File: config.mk
export PLATFORM = sky130hd
export DESIGN_NAME = swm_cell
export DESIGN_NICKNAME = d
export VERILOG_FILES = /design/src/rtl/core/swm_pkg.sv /design/src/rtl/core/swm_cell.sv
export SDC_FILE = /design/constraint.sdc
export NUM_CORES = 1
export LEC_CHECK = 0
export BUFFER_PORTS_ARGS = -buffer_cell sky130_fd_sc_hd__buf_2
export CAP_MARGIN = 20
export CORE_ASPECT_RATIO = 1.5
export CORE_MARGIN = 2
export CORE_UTILIZATION = 25
export CTS_CLUSTER_SIZE = 24
export DETAILED_ROUTE_END_ITERATION = 12
export MAX_ROUTING_LAYER = met4
export PLACE_DENSITY = 0.5
export SETUP_SLACK_MARGIN = 0.2
export SLEW_MARGIN = 15
export SYNTH_ARGS = -nofsm -noshare
export SYNTH_HDL_FRONTEND = slang
export SYNTH_SLANG_ARGS = --single-unit
export TNS_END_PERCENT = 100
File: constraint.sdc
create_clock -name i_clk -period 6.4 [get_ports i_clk]
set_input_delay 0.96 -clock i_clk [delete_from_list [all_inputs] [get_ports i_clk]]
set_output_delay 0.96 -clock i_clk [all_outputs]
set_load 0.03 [all_outputs]
File: src/rtl/core/swm_pkg.sv
package swm_pkg;

    localparam int DATA_W = 32;
    localparam int CFG_W  = 7;

    // register map: word index = paddr[2]
    localparam logic [0:0] REG_WINDOW_SIZE = 1'b0;
    localparam logic [CFG_W-1:0] WINDOW_RESET = CFG_W'(4);

    typedef enum logic [1:0] {
        CELL_HOLD,
        CELL_SHIFT,
        CELL_STEP
    } t_cell_op;

    typedef struct packed {
        logic                     valid;
        logic signed [DATA_W-1:0] value;
        logic [CFG_W-1:0]         age;
    } t_entry;

    typedef struct packed {
        t_cell_op                 op;
        logic                     evict;
        logic                     start;
        logic signed [DATA_W-1:0] sample;
    } t_cell_ctl;

endpackage

File: src/rtl/core/swm_cell.sv
module swm_cell (
    input  logic               i_clk,
    input  logic               i_rst_n,
    input  swm_pkg::t_cell_ctl i_ctl,
    input  swm_pkg::t_entry    i_right,
    input  logic               i_left_keep,
    output logic               o_keep,
    output swm_pkg::t_entry    o_entry
);

    logic                              r_valid;
    logic signed [swm_pkg::DATA_W-1:0] r_value;
    logic [swm_pkg::CFG_W-1:0]         r_age;
    logic                              n_valid;
    logic signed [swm_pkg::DATA_W-1:0] n_value;
    logic [swm_pkg::CFG_W-1:0]         n_age;
    swm_pkg::t_entry                   w_own;
    swm_pkg::t_entry                   w_view;

    assign w_own  = '{valid: r_valid, value: r_value, age: r_age};
    // queue view after the front entry has left
    assign w_view = i_ctl.evict ? i_right : w_own;
    assign o_keep = w_view.valid && (w_view.value >= i_ctl.sample) && !i_ctl.start;
    assign o_entry = w_own;

    always_comb begin
        n_valid = r_valid;
        n_value = r_value;
        n_age   = r_age;
        case (i_ctl.op)
            swm_pkg::CELL_SHIFT: begin
                n_valid = i_right.valid;
                n_value = i_right.value;
                n_age   = i_right.age;
            end
            swm_pkg::CELL_STEP: begin
                if (o_keep) begin
                    n_valid = 1'b1;
                    n_value = w_view.value;
                    n_age   = (&w_view.age) ? w_view.age
                                            : w_view.age + swm_pkg::CFG_W'(1);
                end else if (i_left_keep) begin
                    // first free slot takes the new sample
                    n_valid = 1'b1;
                    n_value = i_ctl.sample;
                    n_age   = swm_pkg::CFG_W'(1);
                end else begin
                    n_valid = 1'b0;
                end
            end
            default: ;
        endcase
    end

    always_ff @(posedge i_clk) begin
        if (!i_rst_n) begin
            r_valid <= 1'b0;
        end else begin
            r_valid <= n_valid;
        end
        r_value <= n_value;
        r_age   <= n_age;
    end

endmodule

==> impl_metrics.sql, run 1 <==
INSERT INTO impl_metrics (metric_group, metric, value, unit) VALUES
('clock_network', 'clk_pin_slew', '0.06', 'ns'),
('worst_setup_path', 'timing.critical_path.required', '5.44', 'ns'),
('logic_synthesis', 'netlist_area', '3960', 'um2'),
('finish', 'most_frequent_cells_in_the_layout', '119 x sky130_fd_sc_hd__buf_2, 110 x sky130_fd_sc_hd__nand2_1, 73 x sky130_fd_sc_hd__inv_1', ''),
('clock_network', 'numClockSinks', '40', ''),
('clock_network', 'cts-root-to-sink-buffers', '2', ''),
('floorplanning', 'boundaryPins', '120', ''),
('logic_synthesis', 'post_synth_inst_count', '521', ''),
('route', 'topRoutingLayerUsed', 'met4', ''),
('clock_network', 'tritoncts', 'built', ''),
('logic_synthesis', 'synth.ff_latch_count', '40', ''),
('finish', 'finalNonFillerCells', '823', ''),
('timing', 'report.final.hold_viol_count', '0', ''),
('logic_synthesis', 'synth-async-reset-ratio', '0', ''),
('worst_setup_path', 'path_cells', 'buf_2, buf_4, buf_4, nand2_1, o21ai_0, ha_1, a2111oi_0, o32ai_1, o211ai_1, and2_1, inv_1, buf_2', ''),
('floorplanning', 'die_x', '107', 'um'),
('route', 'drc', '0', ''),
('worst_setup_path', 'timing.reg2reg.setup_slack', '2.58', 'ns'),
('logic_synthesis', 'synthFlopType', 'sky130_fd_sc_hd__edfxtp_1', ''),
('clock_network', 'count_of_hold_buffers_inserted_by_post_cts_repair', '0', ''),
('floorplanning', 'die_h', '158', 'um'),
('outcome', 'status', 'complete, no violations', ''),
('logic_synthesis', 'synth_enable_flop_cells', '39', ''),
('logic_synthesis', 'yosys_warnings', '0', ''),
('placement', 'gp_congestion', '0.827', ''),
('finish', 'fin_area', '4890', 'um2'),
('timing', 'tns', '0', 'ns'),
('worst_setup_path', 'worstSetupPathType', 'input pin to output port', ''),
('timing', 'final-setup-viol-count', '0', ''),
('placement', 'post-place-cells', '813', ''),
('grt', 'total_congestion_overflow_after_global_routing', '0', ''),
('finish', 'area_growth_syn_to_fin', '23.6', '%'),
('clock_network', 'cts_root_buf', 'sky130_fd_sc_hd__clkbuf_16', ''),
('timing', 'final.setup_skew', '0.0104', 'ns'),
('logic_synthesis', 'ys_seq_area_frac', '0.301', ''),
('worst_setup_path', 'cell_with_the_largest_stage_delay_on_the_worst_path', 'sky130_fd_sc_hd__buf_2', ''),
('grt', 'initial_antenna_violation_count', '2', ''),
('floorplanning', 'initial_core_util', '0.254', ''),
('route', 'vias_per_cell', '5.17', ''),
('clock_network', 'cts_htree_levels', '2', ''),
('flow_run', 'maxCapViolations', '0', ''),
('placement', 'place.detailed.hpwl', '9740', 'um'),
('worst_setup_path', 'top_fanout_value_on_the_critical_path', '34', ''),
('route', 'drt.antenna.violating_nets', '0', ''),
('worst_setup_path', 'start_kind', 'input pin', ''),
('finish', 'layout.cells.most_common', 'sky130_fd_sc_hd__buf_2', ''),
('floorplanning', 'rows', '56', ''),
('logic_synthesis', 'syn_avg_cell_area', '7.59', 'um2'),
('timing', 'final-max-slew-violation-count', '0', ''),
('grt', 'first_global_vias', '4124', ''),
('finish', 'nets', '731', ''),
('route', 'post_drt_wl_per_cell', '16.7', 'um'),
('pwr', 'p_leak', '0.00231', 'uW'),
('worst_hold_path', 'worst_hold_path_type', 'flip-flop to flip-flop', ''),
('route', 'route.met3.wl', '614', 'um'),
('logic_synthesis', 'postSynthNetCount', '635', ''),
('route', 'dr_wl_met2', '7320', 'um'),
('worst_setup_path', 'timing.critical_path.slowest_cell_delay', '0.44', 'ns'),
('placement', 'dpl-instance-area', '4720', 'um2'),
('timing', 'layout_min_cycle_time', '5.06', 'ns'),
('timing', 'unrepaired_setup_endpoints_after_global_routing', 'false', ''),
('clock_network', 'post-cts-setup-buffer-count', '0', ''),
('timing', 'fin_hold_ws', '0.646', 'ns'),
('timing', 'achievable-frequency', '198', 'MHz'),
('route', 'drt_wl_total', '13700', 'um'),
('timing', 'worst-slew-pin-transition', '1.03', 'ns'),
('worst_setup_path', 'critPathCaptureType', 'output port', ''),
('pwr', 'peakVddDrop', '0.0881', 'mV'),
('grt', 'groute.usage.overall', '0.161', ''),
('placement', 'place.port_buffers', '119', ''),
('floorplanning', 'die_area', '16900', 'um2');
flip-flops by register name (all words and copies together) (netlist names):
signal	cells
r_age	7
r_value	32
r_valid	1
cells in the mapped netlist (4+ instances only):
| library cell | number | area (um2) |
|---|---|---|
| sky130_fd_sc_hd__mux2i_1 | 5 | 50.1 |
| sky130_fd_sc_hd__nand2_1 | 110 | 413 |
| sky130_fd_sc_hd__o211ai_1 | 4 | 30.0 |
| sky130_fd_sc_hd__a21oi_1 | 12 | 60.1 |
| sky130_fd_sc_hd__nand4_1 | 38 | 238 |
| sky130_fd_sc_hd__ha_1 | 35 | 438 |
| sky130_fd_sc_hd__mux2_2 | 5 | 56.3 |
| sky130_fd_sc_hd__inv_1 | 73 | 274 |
| sky130_fd_sc_hd__nand3_1 | 34 | 170 |
| sky130_fd_sc_hd__edfxtp_1 | 39 | 1170 |
| sky130_fd_sc_hd__a22o_1 | 33 | 289 |
| sky130_fd_sc_hd__buf_2 | 4 | 20.0 |
| sky130_fd_sc_hd__nor2_1 | 13 | 48.8 |
| sky130_fd_sc_hd__buf_1 | 7 | 26.3 |
| sky130_fd_sc_hd__clkbuf_1 | 22 | 82.6 |
| sky130_fd_sc_hd__o21ai_0 | 39 | 195 |
per-layer routing:
metal,vias up,global-route usage
met5,-,-
met4,0,0.0761
met3,31,0.0173
met2,146,0.294
met1,2034,0.173
li1,2048,-
path summary, 6_finish.rpt:
kind                   start       end  depth (start not counted)
setup / recovery   i_ctl[33]    o_keep                         12
hold / removal       r_valid   r_valid                          3
setup reg to reg  r_value[8]  r_age[6]                         10
hold reg to reg      r_valid   r_valid                          3
logic make-up (layout without fill, tap and decap cells):
logic type               after synthesis  after routing  synth area share
flip-flops                            40             40             0.301
adder cells (fa/ha/maj)               35             35             0.111
AND/OR/NAND/NOR                      209            209             0.244
buffers and inverters                110            207             0.110
XOR/XNOR                               2              2           0.00443
AO/OA/AOI/OAI                        115            115             0.202
multiplexers                          10             10            0.0269
other                                  0              2                 0
area by class of cell:
type / instances / area [um2]
clock buffers: 5 / 125
well taps: 203 / 254
diodes: 2 / 5.00
multi-input cells: 371 / 2350
fillers: 1693 / 10700
clock inverters: 3 / 42.5
inverters: 74 / 278
repair buffers: 125 / 641
flip-flops and latches: 40 / 1190
power breakdown:
part	switching [uW]	leakage, uW	internal (uW)
Clock	121	0.0000798	184
Sequential	19.7	0.000386	319
Combinational	188	0.00185	101
worst max-delay path: cells and delay by family:
kind | cells | cell delay (ns)
and+or+nand+nor | 2 | 0.53
adders and majority gates | 1 | 0.25
AOI/OAI and AO/OA | 4 | 0.81
buffers and inverters | 5 | 1.52
stage by stage:
stage	util	worst slack, ns
2_1_floorplan	-	0.346
3_3_place_gp	0.303	1.31
3_5_place_dp	0.303	1.23
4_1_cts	0.314	1.32
5_1_grt	0.314	1.00
6_report	0.314	1.34
Power figures use the tool's default switching activity.
==> inputs of run 2 (changes only) <==
- ABC_AREA: unset -> 1
- PLACE_DENSITY: 0.5 -> 0.49
- clock period: 6.4 -> 5.2 ns (I/O delays scaled with it)
==> impl_metrics.sql, run 2 <==
INSERT INTO impl_metrics (metric_group, metric, value, unit) VALUES
('outcome', 'status', 'complete, no violations', ''),
('timing', 'layout_worst_path_cycle_share', '0.890', ''),
('clock_network', 'cts-root-to-sink-buffers', '2', ''),
('floorplanning', 'initial_core_util', '0.253', ''),
('route', 'drc', '0', ''),
('timing', 'final.setup_skew', '0.00404', 'ns'),
('finish', 'layout.cells.most_common', 'sky130_fd_sc_hd__nand2_1', ''),
('timing', 'final-setup-viol-count', '0', ''),
('grt', 'groute.usage.overall', '0.156', ''),
('floorplanning', 'rows', '55', ''),
('logic_synthesis', 'syn_avg_cell_area', '6.97', 'um2'),
('logic_synthesis', 'synth_area_leader_cell', 'sky130_fd_sc_hd__edfxtp_1', ''),
('placement', 'post-place-cells', '840', ''),
('timing', 'final.setup.worst_slack', '0.571', 'ns'),
('timing', 'report.final.hold_viol_count', '0', ''),
('timing', 'unrepaired_setup_endpoints_after_global_routing', 'false', ''),
('logic_synthesis', 'synthMostInstantiatedCell', 'sky130_fd_sc_hd__nand2_1', ''),
('logic_synthesis', 'ys_seq_area_frac', '0.315', ''),
('logic_synthesis', 'postSynthNetCount', '656', ''),
('route', 'vias_per_cell', '4.55', ''),
('pwr', 'intPower', '696', 'uW'),
('finish', 'layout.core_utilization', '0.315', ''),
('logic_synthesis', 'top_cell_type_s_share_of_synthesized_area', '0.310', ''),
('finish', 'top_regs', 'r_value (32), r_age (7), r_valid (1)', ''),
('worst_setup_path', 'start_kind', 'input pin', ''),
('finish', 'antennaDiodeCount', '0', ''),
('route', 'drt_iter0_markers', '167', ''),
('logic_synthesis', 'synth_cell_type_count', '32', ''),
('clock_network', 'tritoncts', 'built', ''),
('clock_network', 'clk_pin_slew', '0.06', 'ns'),
('route', 'drt_wl_total', '12300', 'um'),
('timing', 'achievable-frequency', '216', 'MHz'),
('timing', 'final-max-slew-violation-count', '0', ''),
('finish', 'finalNonFillerCells', '849', ''),
('pwr', 'switchingPower', '406', 'uW'),
('finish', 'largest-register', 'r_value', ''),
('logic_synthesis', 'yosys-top-cells-area', 'sky130_fd_sc_hd__edfxtp_1 31%, sky130_fd_sc_hd__nand2_1 15%, sky130_fd_sc_hd__ha_1 12%', ''),
('logic_synthesis', 'synth_enable_flop_cells', '39', ''),
('floorplanning', 'die_h', '155', 'um'),
('finish', 'area_growth_syn_to_fin', '24.3', '%'),
('pwr', 'power.clock.fraction', '0.279', ''),
('pwr', 'power_frac_comb', '0.354', ''),
('pwr', 'power_frac_seq', '0.367', ''),
('finish', 'nets', '763', ''),
('logic_synthesis', 'post_synth_most_frequent_cells', '150 x sky130_fd_sc_hd__nand2_1, 88 x sky130_fd_sc_hd__inv_1, 70 x sky130_fd_sc_hd__nand3_1', ''),
('placement', 'dp_slack', '0.198', 'ns'),
('route', 'post_drt_wl_per_cell', '14.4', 'um'),
('logic_synthesis', 'synth.ff_latch_count', '40', ''),
('placement', 'dpl-instance-area', '4540', 'um2'),
('finish', 'most_frequent_cells_in_the_layout', '150 x sky130_fd_sc_hd__nand2_1, 119 x sky130_fd_sc_hd__buf_2, 88 x sky130_fd_sc_hd__inv_1', ''),
('pwr', 'switching_share', '0.368', ''),
('finish', 'drive_gt1_frac', '0.263', ''),
('logic_synthesis', 'netlist_area', '3780', 'um2'),
('route', 'drt_pre_antenna_iters', '4', ''),
('worst_setup_path', 'critPathCaptureType', 'output port', ''),
('grt', 'grt_start_max_net_pins', '42', ''),
('timing', 'layout_min_cycle_time', '4.63', 'ns'),
('route', 'via_count', '3863', ''),
('clock_network', 'count_of_hold_buffers_inserted_by_post_cts_repair', '0', ''),
('grt', 'grt_first_pass_wirelength', '19600', 'um'),
('logic_synthesis', 'post_synth_inst_count', '542', ''),
('grt', 'first_global_vias', '4044', ''),
('grt', 'total_congestion_overflow_after_global_routing', '0', ''),
('timing', 'worst-slew-pin-transition', '0.881', 'ns'),
('placement', 'place.detailed.hpwl', '9050', 'um'),
('grt', 'initial_antenna_violation_count', '0', ''),
('route', 'drt.antenna.violating_nets', '0', ''),
('logic_synthesis', 'yosys_warnings', '0', ''),
('floorplanning', 'boundaryPins', '120', ''),
('clock_network', 'clk_latency', '0.29', 'ns'),
('placement', 'gp_congestion', '0.850', ''),
('floorplanning', 'die_area', '16100', 'um2'),
('clock_network', 'cts_root_buf', 'sky130_fd_sc_hd__clkbuf_16', ''),
('logic_synthesis', 'synth-async-reset-ratio', '0', ''),
('timing', 'max_slew_margin', '0.413', ''),
('worst_setup_path', 'timing.critical_path.required', '4.42', 'ns'),
('worst_hold_path', 'worst_hold_path_type', 'flip-flop to flip-flop', ''),
('pwr', 'p_leak', '0.00247', 'uW'),
('clock_network', 'numClockSinks', '40', ''),
('worst_setup_path', 'worstSetupPathType', 'input pin to output port', ''),
('clock_network', 'cts_made_buffers', '5', ''),
('floorplanning', 'die_x', '104', 'um'),
('finish', 'fin_area', '4700', 'um2'),
('placement', 'place.port_buffers', '119', ''),
('worst_setup_path', 'top_fanout_value_on_the_critical_path', '35', ''),
('clock_network', 'cts_htree_levels', '2', ''),
('worst_setup_path', 'worst_ep_arrival_time', '3.85', 'ns'),
('logic_synthesis', 'synthFlopType', 'sky130_fd_sc_hd__edfxtp_1', ''),
('floorplanning', 'core', '14900', 'um2'),
('flow_run', 'maxCapViolations', '0', ''),
('finish', 'largest_register_ffs', '32', ''),
('timing', 'tns', '0', 'ns'),
('pwr', 'power_density', '234', 'nW/um2'),
('pwr', 'peakVddDrop', '0.121', 'mV');
[run 2: cell count changes in the layout (fill, tap and decap cells not counted), sizes merged, moves of 3 or more]
cell    before  now
nand3       34   73
or2          1   31
xor2         0    3
a21oi       12   17
a22o        33    0
o22ai        0    4
mux2i        5    1
o211ai       4    0
nand2      110  151
o21ai       39   44
inv         74   90
nand4       38    2
mux2         5    0
[run 2: path summary, 6_finish.rpt]
check,from,to,slack (ns),depth (start not counted)
setup / recovery,i_ctl[33],o_keep,0.57,15
hold / removal,r_valid,r_valid,0.63,4
setup reg to reg,r_value[31],r_value[20],1.79,13
hold reg to reg,r_valid,r_valid,0.63,4
[run 2: cell families after synthesis]
logic type               after synthesis  share of synthesized area
buffers and inverters                116                      0.124
flip-flops                            40                      0.315
AND/OR/NAND/NOR                      275                      0.330
XOR/XNOR                               4                    0.00927
AO/OA/AOI/OAI                         71                      0.103
adder cells (fa/ha/maj)               35                      0.116
multiplexers                           1                    0.00265
[run 2: metrics by stage]
stage	power, uW	hold slack, ns
after floorplan	676	0.590
after CTS	1110	0.635
after detailed placement	794	0.623
after global routing	1180	0.681
after global placement	789	0.625
final	1100	0.631
[run 2: routing by layer]
layer	wire (um)	vias up	track usage
li1	-	1963	-
met1	4940	1775	0.164
met2	6420	101	0.290
met3	504	24	0.0185
met4	401	0	0.0682
met5	0	-	-
[run 2: layout make-up]
type                            instances  area (um2)
Fill cell                            1679       10200
Multi-Input combinational cell        387        2140
Sequential cell                        40        1190
Timing Repair Buffer                  124         633
Inverter                               91         344
Tap cell                              199         249
Clock buffer                            7         133
Clock inverter                          1        3.75
[run 2: critical path: stages]
cell	delay [ns]
sky130_fd_sc_hd__buf_2	0.35
sky130_fd_sc_hd__inv_4	0.23
sky130_fd_sc_hd__or2_2	0.33
sky130_fd_sc_hd__o21ai_0	0.11
sky130_fd_sc_hd__inv_1	0.07
sky130_fd_sc_hd__ha_1	0.34
sky130_fd_sc_hd__nand2_1	0.11
sky130_fd_sc_hd__nor3_2	0.22
sky130_fd_sc_hd__and3_1	0.20
sky130_fd_sc_hd__nand2_1	0.08
sky130_fd_sc_hd__nand3_1	0.16
sky130_fd_sc_hd__nand3_4	0.31
sky130_fd_sc_hd__nand2_8	0.31
sky130_fd_sc_hd__inv_1	0.06
sky130_fd_sc_hd__buf_2	0.18
[run 2: timing repair]
| item | 4_1_cts | 5_1_grt |
|---|---|---|
| gates cloned | 0 | 1 |
| pin swaps | 0 | 0 |
| gates resized for setup | 1 | 2 |
| setup endpoints to repair | 1 | 1 |
| setup buffers | 0 | 0 |
[run 2: power groups by stage]
stage	logic [uW]	clock network (uW)	registers, uW
after floorplan	220	0	456
after global placement	378	0	411
after detailed placement	383	0	411
after CTS	387	321	404
after global routing	439	330	407
final	389	308	404
